**config.mk**
```make
export PLATFORM = sky130hd
export DESIGN_NAME = dual_motor_serial_link
export DESIGN_NICKNAME = d
export VERILOG_FILES = /design/src/rtl/dmsl_pkg.sv /design/src/rtl/dual_motor_serial_link.sv /design/src/rtl/dmsl_in_reg.sv /design/src/rtl/dmsl_core.sv /design/src/rtl/dmsl_tx.sv
export SDC_FILE = /design/constraint.sdc
export NUM_CORES = 1
export LEC_CHECK = 0
export CAP_MARGIN = 0
export CORE_ASPECT_RATIO = 0.5
export CORE_MARGIN = 4
export CORE_UTILIZATION = 50
export DETAILED_ROUTE_END_ITERATION = 10
export DONT_BUFFER_PORTS = 1
export REMOVE_ABC_BUFFERS = 1
export SETUP_SLACK_MARGIN = 0.1
export SLEW_MARGIN = 10
export SYNTH_ARGS = -nofsm -noshare
export SYNTH_HDL_FRONTEND = slang
export SYNTH_SLANG_ARGS = --single-unit
```
**constraint.sdc**
```tcl
create_clock -name clk_i -period 10.75 [get_ports clk_i]
set_input_delay 1.075 -clock clk_i [delete_from_list [all_inputs] [get_ports clk_i]]
set_output_delay 1.075 -clock clk_i [all_outputs]
set_load 0.01 [all_outputs]
```
**src/rtl/dmsl_pkg.sv**
```systemverilog
// Package for the dual motor serial link: event codes, result kinds,
// register indexes, reset constants and the result request passed to the serializer.
// No dependencies.
package dmsl_pkg;

  // Event carried by one input request
  typedef enum logic [1:0] {
    OP_CMD_BYTE  = 2'd0,
    OP_LEFT_EDGE = 2'd1,
    OP_RIGHT_EDGE = 2'd2,
    OP_MS_TICK   = 2'd3
  } op_e;

  // Kind of one output request
  typedef enum logic {
    KIND_MOTOR  = 1'b0,
    KIND_TELEM  = 1'b1
  } kind_e;

  // Configuration register indexes
  localparam logic [7:0] REG_SEND_PERIOD  = 8'd0;
  localparam logic [7:0] REG_FRAME_HEADER = 8'd1;

  // Reset values
  localparam logic [15:0] PERIOD_RESET = 16'd20;
  localparam logic [15:0] HEADER_RESET = 16'hABCD;
  localparam logic [15:0] LEFT_RESET   = 16'd1240;
  localparam logic [15:0] RIGHT_RESET  = 16'd3567;
  localparam logic [15:0] MS_MAX       = 16'hFFFF;

  // Command frame: four payload bytes, then the checksum
  localparam logic [2:0] CHECKSUM_POS = 3'd4;
  localparam logic [2:0] TELEM_LAST   = 3'd7;

  // Result handed from the event core to the serializer
  typedef struct packed {
    kind_e       kind;
    logic [7:0]  left_pwm;
    logic [7:0]  right_pwm;
    logic        left_reverse;
    logic        right_reverse;
    logic [63:0] frame;          // telemetry bytes, byte k at [8k+7:8k]
  } res_t;

endpackage

```
**src/rtl/dual_motor_serial_link.sv**
```systemverilog
// Top level of the dual motor serial link: command decoder, encoder counters
// and telemetry framer. Depends on dmsl_pkg, dmsl_in_reg, dmsl_core, dmsl_tx.
//
//   port group   dir   carries
//   s_axis_*     in    events: tuser operation, tdata rx_byte and enc_b_level
//   m_axis_*     out   motor updates and telemetry bytes, tlast on the frame end
//   cfg_*        in    register writes: 0 send_period_ms, 1 frame_header
//
// An event request is registered on accept and then decoded from the input
// register into the result register, which drives the result onto m_axis.
// Events are taken every cycle while the serializer is free; a tick that sends
// telemetry holds it for eight beats, so the next event waits for the last beat,
// while a motor update leaves no gap.
// Reset loads the counter and register defaults and clears the timer and frame position.
// A stall on m_axis backs up through the result register to s_axis_tready.
module dual_motor_serial_link import dmsl_pkg::*; (
  input  logic        clk_i,
  input  logic        rst_ni,
  input  logic        s_axis_tvalid,
  output logic        s_axis_tready,
  input  logic [15:0] s_axis_tdata,   // [7:0] rx_byte, [8] enc_b_level, [15:9] zero
  input  logic [1:0]  s_axis_tuser,   // [1:0] operation
  output logic        m_axis_tvalid,
  input  logic        m_axis_tready,
  output logic [31:0] m_axis_tdata,   // [7:0] left_pwm, [15:8] right_pwm, [16] left_reverse,
                                      // [17] right_reverse, [25:18] tx_byte, [31:26] zero
  output logic [0:0]  m_axis_tuser,   // [0] result_kind
  output logic        m_axis_tlast,
  input  logic        cfg_valid_i,
  output logic        cfg_ready_o,
  input  logic [7:0]  cfg_index_i,
  input  logic [15:0] cfg_data_i
);

  logic       item_valid, item_take, item_blev;
  op_e        item_op;
  logic [7:0] item_rx;
  logic       res_valid, res_ready;
  res_t       res;
  kind_e      out_kind;
  logic [7:0] out_lp, out_rp, out_tx;
  logic       out_lr, out_rr;

  assign cfg_ready_o = 1'b1;

  dmsl_in_reg u_in_reg (
    .clk_i          (clk_i),
    .rst_ni         (rst_ni),
    .in_valid_i     (s_axis_tvalid),
    .in_ready_o     (s_axis_tready),
    .in_op_i        (op_e'(s_axis_tuser)),
    .in_rx_byte_i   (s_axis_tdata[7:0]),
    .in_b_level_i   (s_axis_tdata[8]),
    .item_valid_o   (item_valid),
    .item_take_i    (item_take),
    .item_op_o      (item_op),
    .item_rx_byte_o (item_rx),
    .item_b_level_o (item_blev)
  );

  dmsl_core u_core (
    .clk_i          (clk_i),
    .rst_ni         (rst_ni),
    .cfg_we_i       (cfg_valid_i && cfg_ready_o),
    .cfg_index_i    (cfg_index_i),
    .cfg_data_i     (cfg_data_i),
    .item_valid_i   (item_valid),
    .item_take_o    (item_take),
    .item_op_i      (item_op),
    .item_rx_byte_i (item_rx),
    .item_b_level_i (item_blev),
    .res_ready_i    (res_ready),
    .res_valid_o    (res_valid),
    .res_o          (res)
  );

  dmsl_tx u_tx (
    .clk_i               (clk_i),
    .rst_ni              (rst_ni),
    .res_valid_i         (res_valid),
    .res_ready_o         (res_ready),
    .res_i               (res),
    .out_valid_o         (m_axis_tvalid),
    .out_ready_i         (m_axis_tready),
    .out_kind_o          (out_kind),
    .out_left_pwm_o      (out_lp),
    .out_right_pwm_o     (out_rp),
    .out_left_reverse_o  (out_lr),
    .out_right_reverse_o (out_rr),
    .out_tx_byte_o       (out_tx),
    .out_last_o          (m_axis_tlast)
  );

  // Pack the result beat
  assign m_axis_tdata = {6'd0, out_tx, out_rr, out_lr, out_rp, out_lp};
  assign m_axis_tuser = out_kind;

endmodule

```
**src/rtl/dmsl_in_reg.sv**
```systemverilog
// Input register of the dual motor serial link: holds one event request
// until the event core takes it. Depends on dmsl_pkg.
module dmsl_in_reg import dmsl_pkg::*; (
  input  logic       clk_i,
  input  logic       rst_ni,
  input  logic       in_valid_i,
  output logic       in_ready_o,
  input  op_e        in_op_i,
  input  logic [7:0] in_rx_byte_i,
  input  logic       in_b_level_i,
  output logic       item_valid_o,
  input  logic       item_take_i,
  output op_e        item_op_o,
  output logic [7:0] item_rx_byte_o,
  output logic       item_b_level_o
);

  logic       valid_q, valid_d;
  op_e        op_q;
  logic [7:0] rx_q;
  logic       blev_q;
  logic       load;

  // Accept when empty or when the held request leaves this cycle
  assign in_ready_o = !valid_q || item_take_i;
  assign load       = in_valid_i && in_ready_o;

  always_comb begin
    valid_d = valid_q;
    if (load) begin
      valid_d = 1'b1;
    end else if (item_take_i) begin
      valid_d = 1'b0;
    end
  end

  always_ff @(posedge clk_i or negedge rst_ni) begin
    if (!rst_ni) begin
      valid_q <= 1'b0;
    end else begin
      valid_q <= valid_d;
    end
  end

  // Payload needs no reset
  always_ff @(posedge clk_i) begin
    if (load) begin
      op_q   <= in_op_i;
      rx_q   <= in_rx_byte_i;
      blev_q <= in_b_level_i;
    end
  end

  assign item_valid_o   = valid_q;
  assign item_op_o      = op_q;
  assign item_rx_byte_o = rx_q;
  assign item_b_level_o = blev_q;

endmodule

```
**src/rtl/dmsl_core.sv**
```systemverilog
// Event core of the dual motor serial link: command frame decoder, encoder
// counters, millisecond timer and configuration registers. Depends on dmsl_pkg.
module dmsl_core import dmsl_pkg::*; (
  input  logic        clk_i,
  input  logic        rst_ni,
  input  logic        cfg_we_i,
  input  logic [7:0]  cfg_index_i,
  input  logic [15:0] cfg_data_i,
  input  logic        item_valid_i,
  output logic        item_take_o,
  input  op_e         item_op_i,
  input  logic [7:0]  item_rx_byte_i,
  input  logic        item_b_level_i,
  input  logic        res_ready_i,
  output logic        res_valid_o,
  output res_t        res_o
);

  logic [15:0] period_q, header_q;
  logic [7:0]  store_q [4];
  logic [2:0]  pos_q, pos_d;
  logic [15:0] left_q, left_d;
  logic [15:0] right_q, right_d;
  logic [15:0] ms_q, ms_d;
  logic [15:0] ms_inc;
  logic [15:0] chk_xor;
  logic [7:0]  sum;
  logic        store_we;
  logic        take;

  assign take        = item_valid_i && res_ready_i;
  assign item_take_o = take;

  assign sum     = store_q[0] + store_q[1] + store_q[2] + store_q[3];
  assign ms_inc  = (ms_q == MS_MAX) ? ms_q : ms_q + 16'd1;
  assign chk_xor = header_q ^ left_q ^ right_q;

  // Decode one event: next state and the result it causes
  always_comb begin
    pos_d       = pos_q;
    left_d      = left_q;
    right_d     = right_q;
    ms_d        = ms_q;
    store_we    = 1'b0;
    res_valid_o = 1'b0;
    res_o       = '0;
    if (take) begin
      case (item_op_i)
        OP_CMD_BYTE: begin
          if (pos_q < CHECKSUM_POS) begin
            store_we = 1'b1;
            pos_d    = pos_q + 3'd1;
          end else begin
            pos_d = '0;
            if (sum == item_rx_byte_i) begin
              res_valid_o         = 1'b1;
              res_o.kind          = KIND_MOTOR;
              res_o.left_pwm      = store_q[0];
              res_o.right_pwm     = store_q[1];
              res_o.left_reverse  = |store_q[2];
              res_o.right_reverse = |store_q[3];
            end
          end
        end
        OP_LEFT_EDGE: begin
          left_d = item_b_level_i ? left_q + 16'd1 : left_q - 16'd1;
        end
        OP_RIGHT_EDGE: begin
          right_d = item_b_level_i ? right_q + 16'd1 : right_q - 16'd1;
        end
        OP_MS_TICK: begin
          if (ms_inc < period_q) begin
            ms_d = ms_inc;
          end else begin
            ms_d        = '0;
            res_valid_o = 1'b1;
            res_o.kind  = KIND_TELEM;
            res_o.frame = {chk_xor, right_q, left_q, header_q};
          end
        end
        default: begin
          ms_d = ms_q;
        end
      endcase
    end
  end

  // Hold state and configuration
  always_ff @(posedge clk_i or negedge rst_ni) begin
    if (!rst_ni) begin
      period_q <= PERIOD_RESET;
      header_q <= HEADER_RESET;
      pos_q    <= '0;
      left_q   <= LEFT_RESET;
      right_q  <= RIGHT_RESET;
      ms_q     <= '0;
    end else begin
      pos_q   <= pos_d;
      left_q  <= left_d;
      right_q <= right_d;
      ms_q    <= ms_d;
      if (cfg_we_i && cfg_index_i == REG_SEND_PERIOD) begin
        period_q <= cfg_data_i;
      end
      if (cfg_we_i && cfg_index_i == REG_FRAME_HEADER) begin
        header_q <= cfg_data_i;
      end
    end
  end

  // Command bytes: contents are undefined until written
  always_ff @(posedge clk_i) begin
    if (store_we) begin
      store_q[pos_q[1:0]] <= item_rx_byte_i;
    end
  end

endmodule

```
**src/rtl/dmsl_tx.sv**
```systemverilog
// Result register and byte serializer of the dual motor serial link: sends a
// motor update as one beat and a telemetry frame as eight. Depends on dmsl_pkg.
module dmsl_tx import dmsl_pkg::*; (
  input  logic        clk_i,
  input  logic        rst_ni,
  input  logic        res_valid_i,
  output logic        res_ready_o,
  input  res_t        res_i,
  output logic        out_valid_o,
  input  logic        out_ready_i,
  output kind_e       out_kind_o,
  output logic [7:0]  out_left_pwm_o,
  output logic [7:0]  out_right_pwm_o,
  output logic        out_left_reverse_o,
  output logic        out_right_reverse_o,
  output logic [7:0]  out_tx_byte_o,
  output logic        out_last_o
);

  logic       busy_q, busy_d;
  logic [2:0] cnt_q, cnt_d;
  res_t       res_q;
  logic       last_beat;
  logic       send;

  assign last_beat   = (res_q.kind == KIND_MOTOR) || (cnt_q == TELEM_LAST);
  assign send        = busy_q && out_ready_i;
  assign res_ready_o = !busy_q || (out_ready_i && last_beat);

  // Advance the byte counter, reload on a new result
  always_comb begin
    busy_d = busy_q;
    cnt_d  = cnt_q;
    if (send) begin
      if (last_beat) begin
        busy_d = 1'b0;
      end else begin
        cnt_d = cnt_q + 3'd1;
      end
    end
    if (res_valid_i && res_ready_o) begin
      busy_d = 1'b1;
      cnt_d  = '0;
    end
  end

  always_ff @(posedge clk_i or negedge rst_ni) begin
    if (!rst_ni) begin
      busy_q <= 1'b0;
      cnt_q  <= '0;
    end else begin
      busy_q <= busy_d;
      cnt_q  <= cnt_d;
    end
  end

  always_ff @(posedge clk_i) begin
    if (res_valid_i && res_ready_o) begin
      res_q <= res_i;
    end
  end

  // Drive the current beat
  assign out_valid_o         = busy_q;
  assign out_kind_o          = res_q.kind;
  assign out_left_pwm_o      = res_q.left_pwm;
  assign out_right_pwm_o     = res_q.right_pwm;
  assign out_left_reverse_o  = res_q.left_reverse;
  assign out_right_reverse_o = res_q.right_reverse;
  assign out_tx_byte_o       = (res_q.kind == KIND_TELEM) ? res_q.frame[{cnt_q, 3'b000} +: 8]
                                                          : 8'd0;
  assign out_last_o          = (res_q.kind == KIND_TELEM) && (cnt_q == TELEM_LAST);

endmodule
```
==> results of run 1 <==
-- Yosys cell counts (3+ instances only) --
library cell,count
and3_1,4
nand3b_1,6
nand4_1,10
o211ai_1,4
dfrtp_1,61
inv_1,42
and4_1,3
a211oi_1,7
nor2b_1,13
o21ai_0,53
mux2i_1,14
o31ai_1,8
a31oi_1,13
fa_1,16
ha_1,61
a21oi_1,32
dfstp_2,27
and2_1,73
or3_1,4
nor3b_1,4
o21a_1,11
or4_1,6
nand2b_1,5
mux2_2,20
nor4_1,8
or2_2,4
buf_4,30
nand3_1,19
nand2_1,72
nand4b_1,3
nor3_1,16
xnor2_1,46
nor2_1,43
mux4_2,16
buf_2,4
o22ai_1,4
a21o_1,23
edfxtp_1,126
a32o_1,8
xor2_1,31
clkbuf_1,22
-- flip-flops by register name (all words and copies together), names as in the netlist --
register	count
u_tx.res_q	64
u_core.store_q	32
u_core.header_q	16
u_core.left_q	16
u_core.ms_q	16
u_core.period_q	16
u_core.right_q	16
u_in_reg.item_rx_byte_o	8
u_tx.out_left_pwm_o	8
u_tx.out_right_pwm_o	8
u_core.pos_q	3
u_tx.cnt_q	3
u_in_reg.item_op_o	2
u_in_reg.item_b_level_o	1
u_in_reg.item_valid_o	1
u_tx.out_kind_o	1
u_tx.out_left_reverse_o	1
u_tx.out_right_reverse_o	1
u_tx.out_valid_o	1
-- worst reg2reg max path: cells and delay by family, from the launching register on --
kind                       cells  cell delay [ns]
buffers and inverters          3             0.87
xor gates and xnor gates       1             0.10
DFF                            1             0.42
adders and majority gates      4             1.66
AOI/OAI and AO/OA              5             1.36
and+or+nand+nor                1             0.51
-- power groups by stage --
stage / combinational, mW / sequential [mW] / clock [mW]
floorplan: 0.589 / 1.07 / 0
global placement: 0.681 / 1.12 / 0
detailed placement: 0.698 / 1.12 / 0
CTS: 0.704 / 1.11 / 0.714
global route: 0.804 / 1.12 / 0.753
finish: 0.702 / 1.10 / 0.698
-- layout make-up --
| class | count | area (um2) | area share [%] |
|---|---|---|---|
| clock buffer | 27 | 548 | 4.38 |
| clock inverter | 10 | 76.3 | 0.609 |
| inverter | 43 | 163 | 1.30 |
| multi-input combinational | 687 | 5270 | 42.0 |
| sequential | 214 | 6020 | 48.1 |
| tap | 307 | 384 | 3.07 |
| timing repair buffer | 9 | 67.6 | 0.540 |
-- metrics by stage --
stage / total power [mW] / util (%) / area [um2] / cells / setup WS [ns]
floorplan: 1.66 / - / 11400 / 944 / 2.81
global placement: 1.80 / 51.8 / 11900 / 1260 / 5.42
detailed placement: 1.82 / 51.8 / 11900 / 1260 / 5.33
CTS: 2.52 / 54.5 / 12500 / 1297 / 5.33
global route: 2.68 / 54.5 / 12500 / 1297 / 5.11
finish: 2.50 / 54.5 / 12500 / 1297 / 5.35
-- cell families (layout without fill, tap and decap cells) --
family,Yosys count,count (layout),share of synthesized area (%)
AOI/OAI and AO/OA,179,179,9.81
and+or+nand+nor,297,297,13.5
muxes,50,50,6.17
adders and majority gates,77,77,9.21
other,2,7,0.0639
buffers and inverters,102,89,4.33
xor gates and xnor gates,77,77,5.73
DFF,214,214,51.2
-- cells in the final DEF, fill, tap and decap left out, types with 5 or more instances in the layout --
cell type,instances
o21ai_0,53
nor2_1,42
nand3_1,19
dfrtp_1,61
edfxtp_1,126
or4_1,6
nand2_1,72
mux4_2,16
a21o_1,23
nand3b_1,6
inv_1,42
nor3_1,16
mux2i_1,14
ha_1,61
a32o_1,8
nand2b_1,5
a21oi_1,31
and2_1,73
clkbuf_1,6
conb_1,7
mux2_2,20
o31ai_1,8
nor2b_1,13
xnor2_1,46
dfstp_2,27
o21a_1,11
a211oi_1,7
nand4_1,10
clkbuf_16,21
fa_1,16
nor4_1,8
xor2_1,31
a31oi_1,13
buf_4,9
-- worst max-delay path by stage --
stage                         startpoint               to  slack, ns
global placement    u_core.store_q[3][1]   u_tx.res_q[34]       5.42
floorplan           u_core.store_q[3][1]  u_tx.out_kind_o       2.81
CTS                 u_core.store_q[3][1]    u_tx.res_q[1]       5.33
detailed placement  u_core.store_q[3][1]   u_tx.res_q[34]       5.33
finish              u_core.store_q[3][1]   u_tx.res_q[18]       5.35
global route        u_core.store_q[3][1]   u_tx.res_q[18]       5.11
-- metal layers --
layer	GRT usage [%]	vias to the layer above	share of wire, %
met4	3.14	0	1.3
met5	0	-	0
li1	-	3520	-
met3	3.87	24	4.6
met1	27.9	3644	48
met2	31.6	126	46
==> flow_metrics.tcl, run 1 <==
set metrics [dict create \
    hold_violations 0 \
    tns_ns 0 \
    dpl.hpwl_um 17600 \
    place_congestion 0.841 \
    synthTopCellsByArea "edfxtp_1 (32%), dfrtp_1 (13%), ha_1 (6.5%), dfstp_2 (6.0%), and2_1 (3.9%)" \
    yosys_warnings 0 \
    internal_power_mw 1.70 \
    timing.rr.end "u_tx.res_q[18]" \
    dieArea_um2 26200 \
    seq_area_frac_synth_pct 51.2 \
    netlist_instances 998 \
    ys.flop_type "edfxtp_1" \
    maxSlewViolCount 0 \
    worst_pin_slew_ns 1.08 \
    cts_num_sinks 214 \
    port_buffers 0 \
    drc_errors 0 \
    coreArea_um2 23000 \
    cts_buffer_depth 3 \
    outcome "finished, final reports clean" \
    crit_buf_inv 3 \
    fp-row-count 39 \
    path_clk_slew_ns 0.06 \
    cp.depth 14 \
    antenna_found_initial 0 \
    syn_area_um2 11800 \
    yosysTopAreaCell "edfxtp_1" \
    critPathKind "reg -> reg" \
    crit_slowest_cell "buf_4" \
    groute.usage.overall_pct 19.4 \
    async_reset_ff_share_pct 41.1 \
    max_freq_mhz 185 \
    switching_share_pct 32.1 \
    cts_tree "done" \
    layout-drive-gt1-share_pct 11.2 \
    end_kind "flip-flop" \
    seq_power_share_pct 44.1 \
    nets 1100 \
    reg2reg_depth 14 \
    drv_cap 0 \
    r2r_start "u_core.store_q[3][1]" \
    fin_crit_sh_pct 50.2 \
    clkPwrFrac_pct 27.9 \
    yosysUniqueCellTypes 61 \
    whs_ns 0.274 \
    relSlewSlack_pct 27.8 \
    synthDominantCellAreaShare_pct 32.2 \
    start_kind "flip-flop" \
    avgViaCountPerCell 5.64 \
    die_y_um 116 \
    comb_power_share_pct 28.1 \
    hold_path.class "in -> async" \
    finClkSkew_ns 0.0112 \
    htreeDepth 1 \
    drt-initial-drc-count 509 \
    cp.required_ns 10.88 \
    synth-edff-count 126 \
    drt_wl_total_um 24900 \
    cts_hold_buffers 0 \
    worstPathCellList "fa_1, inv_1, fa_1, inv_1, ha_1, fa_1, a21o_1, a21o_1, a21o_1, a21oi_1, xor2_1, or3_1, a21oi_4, buf_4" \
    die_x_um 225 \
    min_period_ns 5.40 \
    area_delta_synth_final_pct 6.48 \
    grt_pass1_vias 7134 \
    rsz0062_at_grt "no" \
    irDropWorstVdd_mv 0.106 \
    first_pass_iters 5 \
    cts_resized 0 \
    slowest_delay_ns 0.78 \
    wl_per_cell_um 19.2 \
    avgSynthCellArea_um2 11.8 \
    grt_max_degree 89 \
    post-cts-setup-buffers 0 \
    worstPathArrival_ns 5.53 \
    reg2reg_slack_ns 5.35 \
    fillers 1955 \
    clock_latency_ns 0.51 \
    start_util_pct 51.2 \
    n_antenna_cell 0 \
    p_leak_nw 5.20 \
    cp_max_fo 65 \
    io-pin-count 84 \
    drtAntennaViolNets 0 \
    grt-ovfl-total 0 \
    cts_buffers 21 \
    grt_pass1_wl_um 39700 \
    ys_ff_latch 214 \
    cp_top_family "adder cells" \
    finalSetupViolCount 0 \
    vias 7314 \
    root_buffer "clkbuf_16" \
    power.switching_mw 0.804 \
    powerDensity_nw_per_um2 200 \
]
No activity file was read; power rests on OpenSTA's default activity.
==> inputs of run 2 (changes only) <==
PLACE_DENSITY = 0.68   (was not set)
clock period = 4.7 ns   (was 10.75 ns; I/O delays follow)
==> flow_metrics.tcl, run 2 (same netlist as run 1, synthesis figures left out) <==
set metrics [dict create \
    io-pin-count 84 \
    die_x_um 225 \
    worstPathArrival_ns 4.66 \
    fin_cells 1307 \
    clock_latency_ns 0.50 \
    reg2reg_slack_ns 0.24 \
    drt-initial-drc-count 606 \
    cts_num_sinks 214 \
    regMostFlops "u_tx.res_q" \
    cp_top_family "adder cells" \
    whs_path_depth 0 \
    p_leak_nw 5.31 \
    wl_per_cell_um 19.4 \
    worstHoldStart "s_axis_tuser[1]" \
    regArea_um2 6020 \
    place_inst 1268 \
    port_buffers 0 \
    cts_tree "done" \
    place_area_um2 12000 \
    nets 1110 \
    fin_crit_sh_pct 94.9 \
    reg2reg_depth 15 \
    drt_wl_total_um 25300 \
    end_kind "flip-flop" \
    cp_max_fo 27 \
    seq_power_share_pct 42.6 \
    holdPathEnd "u_in_reg.item_op_o[1]" \
    coreArea_um2 23000 \
    finalInstanceArea_um2 12700 \
    rsz0062_at_grt "no" \
    cts_buffers 21 \
    drv_cap 0 \
    timing.rr.end "u_tx.res_q[9]" \
    groute.usage.overall_pct 19.5 \
    critPathKind "reg -> reg" \
    power.switching_mw 1.89 \
    fillers 1905 \
    relSlewSlack_pct 24.3 \
    finClkSkew_ns 0.0178 \
    layout-drive-gt1-share_pct 12.5 \
    drc_errors 0 \
    root_buffer "clkbuf_16" \
    largest_reg_flops 64 \
    hold_violations 0 \
    grt-ovfl-total 0 \
    place_congestion 0.903 \
    whs_ns 0.0577 \
    irDropWorstVdd_mv 0.379 \
    crit_buf_inv 4 \
    crit_slowest_cell "fa_1" \
    start_util_pct 51.2 \
    drtAntennaViolNets 0 \
    cts_buffer_depth 3 \
    htreeDepth 1 \
    maxSlewViolCount 0 \
    die_y_um 116 \
    vias 7465 \
    dpl.hpwl_um 18200 \
    n_antenna_cell 0 \
    mostFrequentLayoutCell "edfxtp_1" \
    fp-row-count 39 \
    dieArea_um2 26200 \
    switching_share_pct 31.9 \
    grt_max_degree 89 \
    comb_power_share_pct 28.4 \
    powerDensity_nw_per_um2 463 \
    slowest_delay_ns 0.55 \
    tns_ns 0 \
    path_clk_slew_ns 0.07 \
    multi_input_comb_area_um2 5280 \
    outcome "finished, final reports clean" \
    grt_pass1_wl_um 40600 \
    min_period_ns 4.46 \
    antenna_found_initial 0 \
    start_kind "flip-flop" \
    area_delta_synth_final_pct 8.36 \
    avgViaCountPerCell 5.71 \
    first_pass_iters 5 \
    internal_power_mw 4.02 \
    clkPwrFrac_pct 29.0 \
    worstPathCellList "fa_1, inv_1, fa_1, inv_1, ha_1, fa_1, a21o_1, a21o_1, a21o_1, a21oi_1, xor2_1, or3_4, a21oi_4, buf_12, buf_4" \
    final_cell_mix "edfxtp_1 (126), and2_1 (73), nand2_1 (72)" \
    r2r_start "u_core.store_q[3][1]" \
    hold_path.class "in -> reg" \
    grt_pass1_vias 7352 \
    worst_pin_slew_ns 1.13 \
    max_freq_mhz 224 \
    finalSetupViolCount 0 \
    cp.required_ns 4.90 \
]
==> run 2: metal layers <==
metal	vias up	GRT usage (%)	part of all wire, %
li1	3551	-	-
met1	3722	28.0	47
met2	156	32.6	47
met3	36	2.94	4.5
met4	0	3.18	1.7
met5	-	0	0
==> run 2: how the worst max path moves through the flow <==
stage	from	to	slack [ns]	cells after the start
2_1_floorplan	u_core.store_q[3][1]	u_tx.out_kind_o	-3.24	13
3_3_place_gp	u_core.store_q[3][1]	u_tx.res_q[17]	0.29	15
3_5_place_dp	u_core.store_q[3][1]	u_tx.res_q[1]	0.19	15
4_1_cts	u_core.store_q[3][1]	u_tx.res_q[57]	0.15	15
5_1_grt	u_core.store_q[3][1]	u_tx.res_q[17]	0.12	15
6_report	u_core.store_q[3][1]	u_tx.res_q[9]	0.24	15
==> run 2: cell type report <==
| cell class | count | area share [%] |
|---|---|---|
| repair buffers | 19 | 1.69 |
| multi-input cells | 687 | 41.4 |
| clock inverters | 11 | 1.04 |
| clock buffers | 26 | 4.35 |
| flip-flops and latches | 214 | 47.2 |
| inverters | 43 | 1.29 |
| well taps | 307 | 3.01 |
==> run 2: worst register-to-register path: cells and delay by family, from the launching register on <==
kind / cells / cell delay [ns]
buffers and inverters: 4 / 0.54
flip-flops: 1 / 0.42
AND/OR/NAND/NOR: 1 / 0.45
XOR/XNOR: 1 / 0.11
AO/OA/AOI/OAI: 5 / 0.93
adder cells (fa/ha/maj): 4 / 1.69
==> run 2: power by group through the flow <==
stage | registers, mW | clock network, mW | logic [mW]
3_5_place_dp | 2.55 | 0 | 1.63
3_3_place_gp | 2.54 | 0 | 1.56
2_1_floorplan | 2.44 | 0 | 1.35
6_report | 2.52 | 1.71 | 1.68
5_1_grt | 2.55 | 1.82 | 1.90
4_1_cts | 2.52 | 1.74 | 1.66
==> run 2: metrics by stage <==
step           total power [mW]  setup WS, ns  util, %
2_1_floorplan              3.79         -3.24        -
3_3_place_gp               4.11         0.289     52.3
3_5_place_dp               4.18         0.192     52.3
4_1_cts                    5.93         0.155     55.4
5_1_grt                    6.27         0.118     55.5
6_report                   5.90         0.238     55.5
==> run 2: repair_timing <==
action	4_1_cts	5_1_grt
endpoints found under the hold margin	88	0
resized for setup	0	2
hold buffers	2	0
setup endpoints to repair	0	109
setup buffers	0	0
==> inputs of run 3 (changes only) <==
clock period = 3.79 ns   (was 4.7 ns; I/O delays follow)
==> flow_metrics.tcl, run 3 (same netlist as run 1, synthesis figures left out) <==
set metrics [dict create \
    regMostFlops "u_tx.res_q" \
    cts_buffers 20 \
    avgViaCountPerCell 5.69 \
    whs_path_depth 2 \
    worstPathCellList "fa_1, inv_1, fa_1, inv_1, ha_2, fa_2, a21o_1, a21o_1, buf_6, xnor2_4, nand4b_1, or3_4, a21oi_4, buf_12, clkbuf_16" \
    tns_ns -32.97 \
    htreeDepth 1 \
    maxSlewViolCount 0 \
    fillers 1767 \
    fin_cells 1408 \
    cts_tree "done" \
    grt_pass1_wl_um 42300 \
    worstPathArrival_ns 4.42 \
    n_antenna_cell 0 \
    coreArea_um2 23000 \
    path_clk_slew_ns 0.07 \
    drtAntennaViolNets 0 \
    mostFrequentLayoutCell "edfxtp_1" \
    drc_errors 0 \
    p_leak_nw 5.92 \
    slowest_delay_ns 0.54 \
    critPathKind "reg -> reg" \
    dpl.hpwl_um 19300 \
    start_util_pct 51.2 \
    cp_top_family "adder cells" \
    reg2reg_slack_ns -0.42 \
    cts_buffer_depth 3 \
    irDropWorstVdd_mv 0.332 \
    final_cell_mix "edfxtp_1 (126), nand2_1 (72), buf_4 (62)" \
    drt-initial-drc-count 652 \
    cp.required_ns 4.01 \
    outcome "finished, violations left" \
    relSlewSlack_pct 38.6 \
    min_period_ns 4.21 \
    drt_wl_total_um 28600 \
    cts_num_sinks 214 \
    r2r_start "u_core.store_q[1][1]" \
    max_freq_mhz 238 \
    groute.usage.overall_pct 20.5 \
    layout-drive-gt1-share_pct 24.1 \
    io-pin-count 84 \
    vias 8018 \
    crit_buf_inv 5 \
    clock_latency_ns 0.50 \
    layout_setup_ws_ns -0.416 \
    powerDensity_nw_per_um2 529 \
    violations "negative setup slack" \
    multi_input_comb_area_um2 5600 \
    root_buffer "clkbuf_16" \
    grt_max_degree 89 \
    drv_cap 0 \
    antenna_found_initial 0 \
    crit_slowest_cell "fa_1" \
    largest_reg_flops 64 \
    holdPathEnd "u_core.period_q[5]" \
    worst_pin_slew_ns 0.919 \
    fp-row-count 39 \
    first_pass_iters 5 \
    start_kind "flip-flop" \
    die_y_um 116 \
    grt_pass1_vias 7764 \
    reg2reg_depth 15 \
    wl_per_cell_um 20.3 \
    area_delta_synth_final_pct 20.1 \
    finalInstanceArea_um2 14100 \
    hold_violations 0 \
    place_inst 1321 \
    regArea_um2 6020 \
    place_congestion 0.879 \
    port_buffers 0 \
    die_x_um 225 \
    end_kind "flip-flop" \
    fin_crit_sh_pct 111 \
    finClkSkew_ns 0.0152 \
    dieArea_um2 26200 \
    cp_max_fo 8 \
    timing.rr.end "u_tx.res_q[48]" \
    grt-ovfl-total 0 \
    rsz0062_at_grt "yes" \
    whs_ns 0.0131 \
    place_area_um2 12400 \
    finalSetupViolCount 113 \
    hold_path.class "in -> reg" \
    nets 1211 \
    worstHoldStart "cfg_data_i[5]" \
]
-- run 3: worst register-to-register path, delay by kind of cell (launching register included) --
| kind | cells | cell delay [ns] |
|---|---|---|
| AO/OA/AOI/OAI | 3 | 0.61 |
| XOR/XNOR | 1 | 0.15 |
| adder cells (fa/ha/maj) | 4 | 1.57 |
| buffers and inverters | 5 | 0.59 |
| flip-flops | 1 | 0.42 |
| AND/OR/NAND/NOR | 2 | 0.57 |
-- run 3: final cells by class --
| cell class | instances | share of cell area [%] |
|---|---|---|
| repair buffers | 121 | 9.38 |
| multi-input cells | 687 | 39.6 |
| inverters | 43 | 1.20 |
| flip-flops and latches | 214 | 42.6 |
| well taps | 307 | 2.72 |
| clock buffers | 26 | 3.85 |
| clock inverters | 10 | 0.567 |
-- run 3: what timing repair did --
item,4_1_cts,5_1_grt
endpoints found under the hold margin,109,1
setup endpoints to repair,169,178
pin swaps,17,38
setup buffers,10,10
gates cloned,1,10
hold buffers,23,1
gates resized for setup,33,86
-- run 3: metrics by stage --
step                setup WS, ns  utilization, %  power, mW
global route              -0.519            61.4       7.88
floorplan                  -4.15               -       4.70
detailed placement        -0.476            54.1       5.29
CTS                       -0.336            58.8       7.35
finish                    -0.416            61.4       7.46
global placement          -0.438            54.1       5.20
-- run 3: worst max-delay path by stage --
stage	start	to	slack, ns	cells after the start
floorplan	u_core.store_q[3][1]	u_tx.out_kind_o	-4.15	13
global placement	u_core.store_q[3][1]	u_tx.res_q[17]	-0.44	15
detailed placement	u_core.store_q[3][1]	u_tx.out_right_pwm_o[5]	-0.48	14
CTS	u_core.store_q[1][1]	u_tx.res_q[45]	-0.34	16
global route	u_core.store_q[1][1]	u_tx.res_q[48]	-0.52	15
finish	u_core.store_q[1][1]	u_tx.res_q[48]	-0.42	15
-- run 3: metal layers --
metal	vias up	GRT usage, %	share of wire, %
met5	-	0	0
met4	0	3.87	1.4
li1	3767	-	-
met1	3995	29.4	47
met3	38	3.29	5.5
met2	218	33.8	46
-- run 3: power breakdown --
part	switching, mW	internal [mW]	total, mW
clock	0.881	1.09	1.97
combinational	1.27	1.09	2.37
sequential	0.357	2.77	3.13
total	2.51	4.95	7.46
